## src/sv/c2s_pkg.sv

```systemverilog
// ----------------------------------------------------------------------------
// c2s_pkg: shared types and constants for the cartesian to spherical unit
// Point and result beats, per-cell vector, sideband records, arctangent table
// and the fixed-point helpers used by both CORDIC passes.
// ----------------------------------------------------------------------------
package c2s_pkg;

	localparam int COORD_W    = 16;
	localparam int FRAC_BITS  = 60 - COORD_W;
	localparam int DW         = 62;
	localparam int ANG_W      = 33;
	localparam int TABLE_LEN  = 32;
	localparam int AZ_W       = 17;
	localparam int EL_W       = 16;
	localparam int OUT_SHIFT  = 16;
	localparam int RND_W      = ANG_W + 1 - OUT_SHIFT;

	localparam int MAG_W      = DW - 1;
	localparam int GAIN_W     = 24;
	localparam int GAIN_SHIFT = 24;
	localparam int GAIN_PARTS = 3;
	localparam int CH_W       = (MAG_W + GAIN_PARTS - 1) / GAIN_PARTS;
	localparam int PROD_W     = CH_W + GAIN_W;
	localparam int SUM_W      = GAIN_PARTS * CH_W + GAIN_W;
	localparam logic [GAIN_W-1:0] INV_GAIN = GAIN_W'(10188014);

	localparam logic signed [ANG_W-1:0] ANG_HALF_PI = ANG_W'(1073741824);
	localparam logic signed [RND_W-1:0] ANG_PI      = RND_W'(32768);

	typedef struct packed {
		logic signed [COORD_W-1:0] coord_x;
		logic signed [COORD_W-1:0] coord_y;
		logic signed [COORD_W-1:0] coord_z;
	} point_t;

	typedef struct packed {
		logic signed [AZ_W-1:0] azimuth;
		logic        [EL_W-1:0] elevation;
	} result_t;

	typedef struct packed {
		logic signed [DW-1:0]    x;
		logic signed [DW-1:0]    y;
		logic signed [ANG_W-1:0] ang;
	} vec_t;

	// sideband through the azimuth pass
	typedef struct packed {
		logic signed [COORD_W-1:0] coord_z;
		logic                      nz_xy;
	} side1_t;

	// sideband through the gain stages
	typedef struct packed {
		logic signed [COORD_W-1:0] coord_z;
		logic                      nz_xy;
		logic signed [AZ_W-1:0]    az;
	} gside_t;

	// sideband through the elevation pass
	typedef struct packed {
		logic signed [AZ_W-1:0] az;
		logic                   el_zero;
	} side2_t;

	function automatic logic signed [DW-1:0] scale_coord(logic signed [COORD_W-1:0] c);
		logic signed [DW-1:0] v;
		v = DW'(c);
		return v <<< FRAC_BITS;
	endfunction

	// round to nearest output unit, ties round up
	function automatic logic signed [RND_W-1:0] round_angle(logic signed [ANG_W-1:0] a);
		logic signed [ANG_W:0] s;
		s = (ANG_W+1)'(a) + (ANG_W+1)'(32768);
		return s[ANG_W:OUT_SHIFT];
	endfunction

	// atan(2^-i), pi = 2^31
	function automatic logic signed [ANG_W-1:0] atan_lut(logic [4:0] i);
		logic signed [ANG_W-1:0] r;
		case (i)
			5'd0:    r = ANG_W'(536870912);
			5'd1:    r = ANG_W'(316933406);
			5'd2:    r = ANG_W'(167458907);
			5'd3:    r = ANG_W'(85004756);
			5'd4:    r = ANG_W'(42667331);
			5'd5:    r = ANG_W'(21354465);
			5'd6:    r = ANG_W'(10679838);
			5'd7:    r = ANG_W'(5340245);
			5'd8:    r = ANG_W'(2670163);
			5'd9:    r = ANG_W'(1335087);
			5'd10:   r = ANG_W'(667544);
			5'd11:   r = ANG_W'(333772);
			5'd12:   r = ANG_W'(166886);
			5'd13:   r = ANG_W'(83443);
			5'd14:   r = ANG_W'(41722);
			5'd15:   r = ANG_W'(20861);
			5'd16:   r = ANG_W'(10430);
			5'd17:   r = ANG_W'(5215);
			5'd18:   r = ANG_W'(2608);
			5'd19:   r = ANG_W'(1304);
			5'd20:   r = ANG_W'(652);
			5'd21:   r = ANG_W'(326);
			5'd22:   r = ANG_W'(163);
			5'd23:   r = ANG_W'(81);
			5'd24:   r = ANG_W'(41);
			5'd25:   r = ANG_W'(20);
			5'd26:   r = ANG_W'(10);
			5'd27:   r = ANG_W'(5);
			5'd28:   r = ANG_W'(3);
			5'd29:   r = ANG_W'(1);
			5'd30:   r = ANG_W'(1);
			default: r = '0;
		endcase
		return r;
	endfunction

endpackage

```

## src/sv/c2s_gain.sv

```systemverilog
// ----------------------------------------------------------------------------
// c2s_gain: CORDIC gain removal
// Multiplies the non-negative magnitude by 1/K in Q24 and truncates. The
// product is built from narrow partial products over two stages.
// ----------------------------------------------------------------------------
module c2s_gain #(
	parameter int SIDE_W = 1
) (
	input  logic                          clk,
	input  logic                          arst_n,
	input  logic                          up_valid,
	input  logic [c2s_pkg::MAG_W-1:0]     up_mag,
	input  logic [SIDE_W-1:0]             up_side,
	output logic                          dn_valid,
	output logic signed [c2s_pkg::DW-1:0] dn_h,
	output logic [SIDE_W-1:0]             dn_side
);

	localparam int EXT_W = c2s_pkg::GAIN_PARTS * c2s_pkg::CH_W;

	logic [EXT_W-1:0]              mag_ext;
	logic [c2s_pkg::PROD_W-1:0]    prod_s1 [c2s_pkg::GAIN_PARTS];
	logic [SIDE_W-1:0]             side_s1;
	logic                          valid_s1;
	logic [c2s_pkg::SUM_W-1:0]     sum;
	logic signed [c2s_pkg::DW-1:0] h_s2;
	logic [SIDE_W-1:0]             side_s2;
	logic                          valid_s2;

	assign mag_ext = EXT_W'(up_mag);

	always_ff @(posedge clk) begin
		for (int k = 0; k < c2s_pkg::GAIN_PARTS; k++) begin
			prod_s1[k] <= c2s_pkg::PROD_W'(mag_ext[k*c2s_pkg::CH_W +: c2s_pkg::CH_W])
				* c2s_pkg::PROD_W'(c2s_pkg::INV_GAIN);
		end
		side_s1 <= up_side;
	end

	always_comb begin
		sum = '0;
		for (int k = 0; k < c2s_pkg::GAIN_PARTS; k++) begin
			sum = sum + (c2s_pkg::SUM_W'(prod_s1[k]) << (k * c2s_pkg::CH_W));
		end
	end

	always_ff @(posedge clk) begin
		h_s2    <= sum[c2s_pkg::GAIN_SHIFT +: c2s_pkg::DW];
		side_s2 <= side_s1;
	end

	always_ff @(posedge clk or negedge arst_n) begin
		if (!arst_n) begin
			valid_s1 <= 1'b0;
			valid_s2 <= 1'b0;
		end else begin
			valid_s1 <= up_valid;
			valid_s2 <= valid_s1;
		end
	end

	assign dn_valid = valid_s2;
	assign dn_h     = h_s2;
	assign dn_side  = side_s2;

endmodule

```

## config.mk

```make
export PLATFORM = sky130hd
export DESIGN_NAME = c2s_gain
export DESIGN_NICKNAME = d
export VERILOG_FILES = /design/src/sv/c2s_pkg.sv /design/src/sv/c2s_gain.sv
export SDC_FILE = /design/constraint.sdc
export NUM_CORES = 2
export LEC_CHECK = 0
export ABC_AREA = 1
export BUFFER_PORTS_ARGS = -buffer_cell sky130_fd_sc_hd__clkbuf_2
export CORE_ASPECT_RATIO = 1.2
export CORE_UTILIZATION = 40
export CTS_CLUSTER_DIAMETER = 30
export CTS_CLUSTER_SIZE = 16
export DETAILED_ROUTE_END_ITERATION = 12
export GPL_ROUTABILITY_DRIVEN = 0
export GPL_TIMING_DRIVEN = 0
export PLACE_DENSITY_LB_ADDON = 0.2
export SETUP_SLACK_MARGIN = 0.5
export SLEW_MARGIN = 20
export SYNTH_ARGS = -nofsm -noshare
export SYNTH_HDL_FRONTEND = slang
export SYNTH_SLANG_ARGS = --single-unit
```

## constraint.sdc

```tcl
create_clock -name clk -period 4.7 [get_ports clk]
set_input_delay 0.235 -clock clk [delete_from_list [all_inputs] [get_ports clk]]
set_output_delay 0.235 -clock clk [all_outputs]
set_load 0.005 [all_outputs]
```

# Word level (Yosys, flattened, before mapping)
# Memories as Yosys holds them, arrays and structs flattened.
# Cells that the tools add are included.
[classes]
add_sub_neg = 2
mul = 3
[op_table]
columns = ["operator", "n"]
rows = [
  ["$mul A21 B23 Y44 const B", 2],
  ["$add A86 B86 Y86", 1],
  ["$add A45 B66 Y67", 1],
  ["$mul A19 B23 Y42 const B", 1],
]
[totals]
regBits = 66
mem_bits_rw = 132
in_bits = 65
out_inout_bits = 64
wordCells = 11
mem_count = 1
[mem_list]
columns = ["name", "depth", "width", "rd", "rd_clocked_by_memory_dff", "wr", "line_no", "text"]
rows = [
  ["prod_s1", 3, 44, 3, 0, 3, "c2s_gain.sv:22", "logic [c2s_pkg::PROD_W-1:0] prod_s1 [c2s_pkg::GAIN_PARTS];"],
]

# Logic depth before layout (Yosys ltp)
# An unclocked memory read counts as a cell.
[logic_depth]
depth_word = 3
depth_mapped = 26
depth_no_buf = 26

# Worst setup path after synthesis
# No wires, ideal clock.
[synth_path]
kind = "in2reg"
startpoint = "input port up_mag[36] in the netlist's numbering"
endpoint = "memory prod_s1[0][77] in the netlist's numbering"
setup_time_ns = 0.112
t_arrival_ns = 5.197
required_ns = 4.588
path_slack_ns = -0.609
path_stages = 21
n_path_buf = 0
path_cell_list = "fa_1 -> fa_1 -> inv_1 -> fa_1 -> inv_1 -> fa_1 -> fa_1 -> fa_1 -> inv_1 -> fa_1 -> inv_1 -> ha_1 -> nand2_1 -> nor2_1 -> nand2_1 -> inv_1 -> nand4_1 -> nand3_1 -> nand2_1 -> nand3_1 -> nand2_1"
[synth_rtl]
columns = ["element", "line_no", "text"]
rows = [
  ["start: declaration", "c2s_gain.sv:12", "input logic [c2s_pkg::MAG_W-1:0] up_mag,"],
  ["end: declaration", "c2s_gain.sv:22", ""],
]

==> results.yml <==
status:
  status: "complete, but fails checks"
  violations: "negative setup slack"
clocking:
  clock_latency_ns: 0.49
  ctsHtreeMaxLevel: 4
  numCtsBuffers: 17
  root_buffer: "clkbuf_16"
  cts.sinks: 175
  cts_tree: "done"
  clk_pin_slew_ns: 0.07
  cts.path.max_buffers: 2
sta:
  relSlewSlack: 0.6712
  fmax_mhz: 203.0
  fin_ws_ns: -0.2269
  final_max_slew_viol_count: 0
  fin_crit_sh: 1.048
  final_hold_viol_count: 0
  tightest_slew_ns: 0.4932
  final-setup-viol-count: 46
  rsz0062_at_grt: "true"
  period_minus_slack_ns: 4.927
  clock_skew_ns: 0.02105
setup_path:
  r2r_end: "dn_h[37]"
  critical_path_class: "in2reg"
  critical_path_required_ns: 5.12
  cp.arrival_ns: 5.35
  cp_max_fo: 4
  endpoint: "prod_s1[0][40]"
  crit_start: "up_mag[11]"
  r2r-start: "prod_s1[0][33]"
  rr_worst_depth: 18
  worst-path-buf-inv: 6
  crit_slowest_cell: "fa_1"
  rrSetupSlack_ns: 0.87
  crit_family: "adder cells"
  startpoint_type: "input port"
  worstPathCellList: "buf_12, fa_2, fa_1, inv_2, fa_1, fa_1, inv_2, fa_2, fa_1, inv_2, fa_1, inv_2, ha_4, nand2_4, nor2_4, nand2_2, inv_2, nand4_1, nand3_1, nand2_1, nand2_1"
  cp-end-kind: "register"
  worst-path-stages: 21
  cpPeakStageDelay_ns: 0.57
die:
  rows: 120
  boundaryPins: 129
  die_w_um: 277.5
  coreArea_um2: 89640
  die_area_um2: 92260
  start_util: 0.4063
  die_y_um: 332.5
route:
  wl_mm: 107.6
  route.detailed.drc: 0
  avgRoutedWirePerCell_um: 18.11
  vias: 29449
  ant_nets: 0
  vias_per_cell: 4.958
  drt_iter0_drc: 1626
  firstDrtPassIters: 6
synthesis:
  syn-mean-instance-area_um2: 8.120
  synthDistinctLibCells: 43
  synth-warning-count: 0
  syn_inst: 4485
  ys_seq_area_frac: 0.09647
  syn-num-nets: 5745
  synth.area.top_cells: "fa_1, ha_1, inv_1, dfxtp_1, nand2_1"
  synth_ff_type: "dfxtp_1"
  yosysTopAreaCell: "fa_1"
  ys_ff_latch: 175
  synth-edff-count: 0
  syn_area_um2: 36420
  yosysTopAreaCellShare: 0.3353
  async_reset_ff_frac: 0.01143
global_routing:
  use_met2: 0.3992
  globalRouteOverflowTotal: 0
  grt_max_degree: 18
  use_met3: 0.03042
  grt_util_met1: 0.3059
  first_global_vias: 30294
  grt.busiest_layer: "met2"
  grt_usage: 0.2346
  antenna_found_initial: 1
  grt_pass1_wl_mm: 166.9
placed_design:
  pre_cts_ws_ns: -1.058
  io_buffers: 128
  hpwlAfterDp_mm: 94.43
cells_and_area:
  area_delta_synth_final_pct: 23.05
  layout.nets: 6027
  drive_gt1_frac: 0.2236
job:
  maxCapViolCount: 0
min_path:
  hp-class: "in2async"
cell usage after synthesis (2+ instances only):
library cell  instances
a21boi_0              2
nor4_1                7
ha_1                585
o21bai_2              2
nand2_1             888
or2_1                 2
a21oi_1             199
nor2_1              348
nand3_1             169
xnor2_1              11
fa_1                610
nand2b_1              2
nand3_2               7
o21ai_0             105
o21a_1               11
nand2_2              14
dfrtp_1               2
a21o_1               13
nor2_2                5
or2_2                 6
a31oi_1               6
inv_1              1116
nor3_1               27
o211ai_2              3
o21ai_2               3
xor2_1               79
nand3b_1             12
o21bai_1             21
nand4_1              43
nor4_2                2
dfxtp_1             173
sequential cells by signal, summed over array words and instances (netlist names):
signal / count
prod_s1: 109
side_s1: 1
dn_h: 62
dn_valid: 1
dn_side: 1
valid_s1: 1
metrics by stage:
| step | utilization | cells | instance area (um^2) | hold slack [ns] | setup TNS [ns] |
|---|---|---|---|---|---|
| 3_5_place_dp | 0.4404 | 5772 | 39480 | 0.02272 | -58.17 |
| 6_report | 0.5000 | 5940 | 44810 | 0.06704 | -5.709 |
| 3_3_place_gp | 0.4404 | 5772 | 39480 | 0.02061 | -57.81 |
| 2_1_floorplan | - | 4485 | 37380 | -0.06059 | -5.397 |
| 5_1_grt | 0.4999 | 5939 | 44810 | 0.06533 | -11.99 |
| 4_1_cts | 0.4807 | 5882 | 43090 | 0.01330 | -4.430 |
metal layers:
| metal | routed length, um | share of wire |
|---|---|---|
| met5 | 11 | 0.00010 |
| met4 | 3503 | 0.033 |
| met3 | 4742 | 0.044 |
| met2 | 52670 | 0.49 |
| met1 | 46630 | 0.43 |
worst register-to-register path, cell delays in order (launching register included):
cell and delay (ns):
dfxtp_1 0.32, ha_1 0.35, a21oi_1 0.21, o21ai_0 0.21
a21oi_1 0.17, nand2_1 0.16, a21oi_1 0.21, xor2_1 0.29
ha_1 0.36, fa_1 0.26, nand3_1 0.08, nand2_1 0.19
nand2_1 0.12, nand2_1 0.18, nand2_1 0.09, nand2_2 0.09
inv_1 0.05, o21bai_2 0.12, xor2_1 0.26
cells by family after synthesis:
group	after synthesis	synth area share
adders and majority gates	1195	0.5363
DFF	175	0.09647
buffers and inverters	1118	0.1153
xor gates and xnor gates	90	0.02164
and+or+nand+nor	1539	0.1747
AOI/OAI and AO/OA	368	0.05559
area by class of cell:
class                           count  area (um^2)
Timing Repair Buffer              263         2391
Inverter                         1117         4203
Multi-Input combinational cell   3192        32610
Buffer                              1        7.507
Clock inverter                     14        193.9
Antenna cell                        1        2.502
Sequential cell                   175         3513
Tap cell                         1159         1450
Clock buffer                       18        439.2
Fill cell                        8454        44820
worst min-delay path by stage:
stage	from	endpoint	slack [ns]
2_1_floorplan	arst_n	dn_valid	-0.06
3_3_place_gp	arst_n	valid_s1	0.02
3_5_place_dp	arst_n	valid_s1	0.02
4_1_cts	arst_n	valid_s1	0.01
5_1_grt	arst_n	valid_s1	0.07
6_report	arst_n	valid_s1	0.07
placed cells by master (no fill, tap or decap), types with 12 or more instances in the layout:
cell       Yosys  final
nor2_1       348    246
clkbuf_16      0     29
a21oi_1      199    115
xor2_1        79     67
clkbuf_2       0     71
a21oi_4        0     33
nand2_1      888    724
nand2_4        0     36
inv_1       1116   1020
clkbuf_8       0     14
buf_4          1    103
nand4_1       43     43
buf_6          0     32
a21o_1        13     13
o21ai_0      105     61
nor2_4         1     60
inv_2          1     93
nand3b_1      12     12
nand3_2        7     43
o21ai_4        0     13
xor2_2         0     12
ha_4           0     91
nor3_1        27     24
ha_1         585    467
ha_2           0     27
o21bai_1      21     17
nand3_1      169    127
buf_8          0     12
nand2_2       14    133
a21oi_2        0     51
dfxtp_1      173    173
fa_2           0     60
o21ai_2        3     25
fa_1         610    550
nor2_2         5     48
what timing repair did:
| action | in CTS | in global routing |
|---|---|---|
| hold buffers | 3 | 0 |
| setup buffers | 75 | 57 |
| gates resized for setup | 575 | 346 |
| endpoints found under the setup margin | 86 | 86 |
| endpoints found under the hold margin | 4 | 0 |
| pin swaps | 298 | 297 |
Power is left out: the tool's default activity adds up to more than one toggle a clock period on the data nets, which glitch-free logic cannot reach.
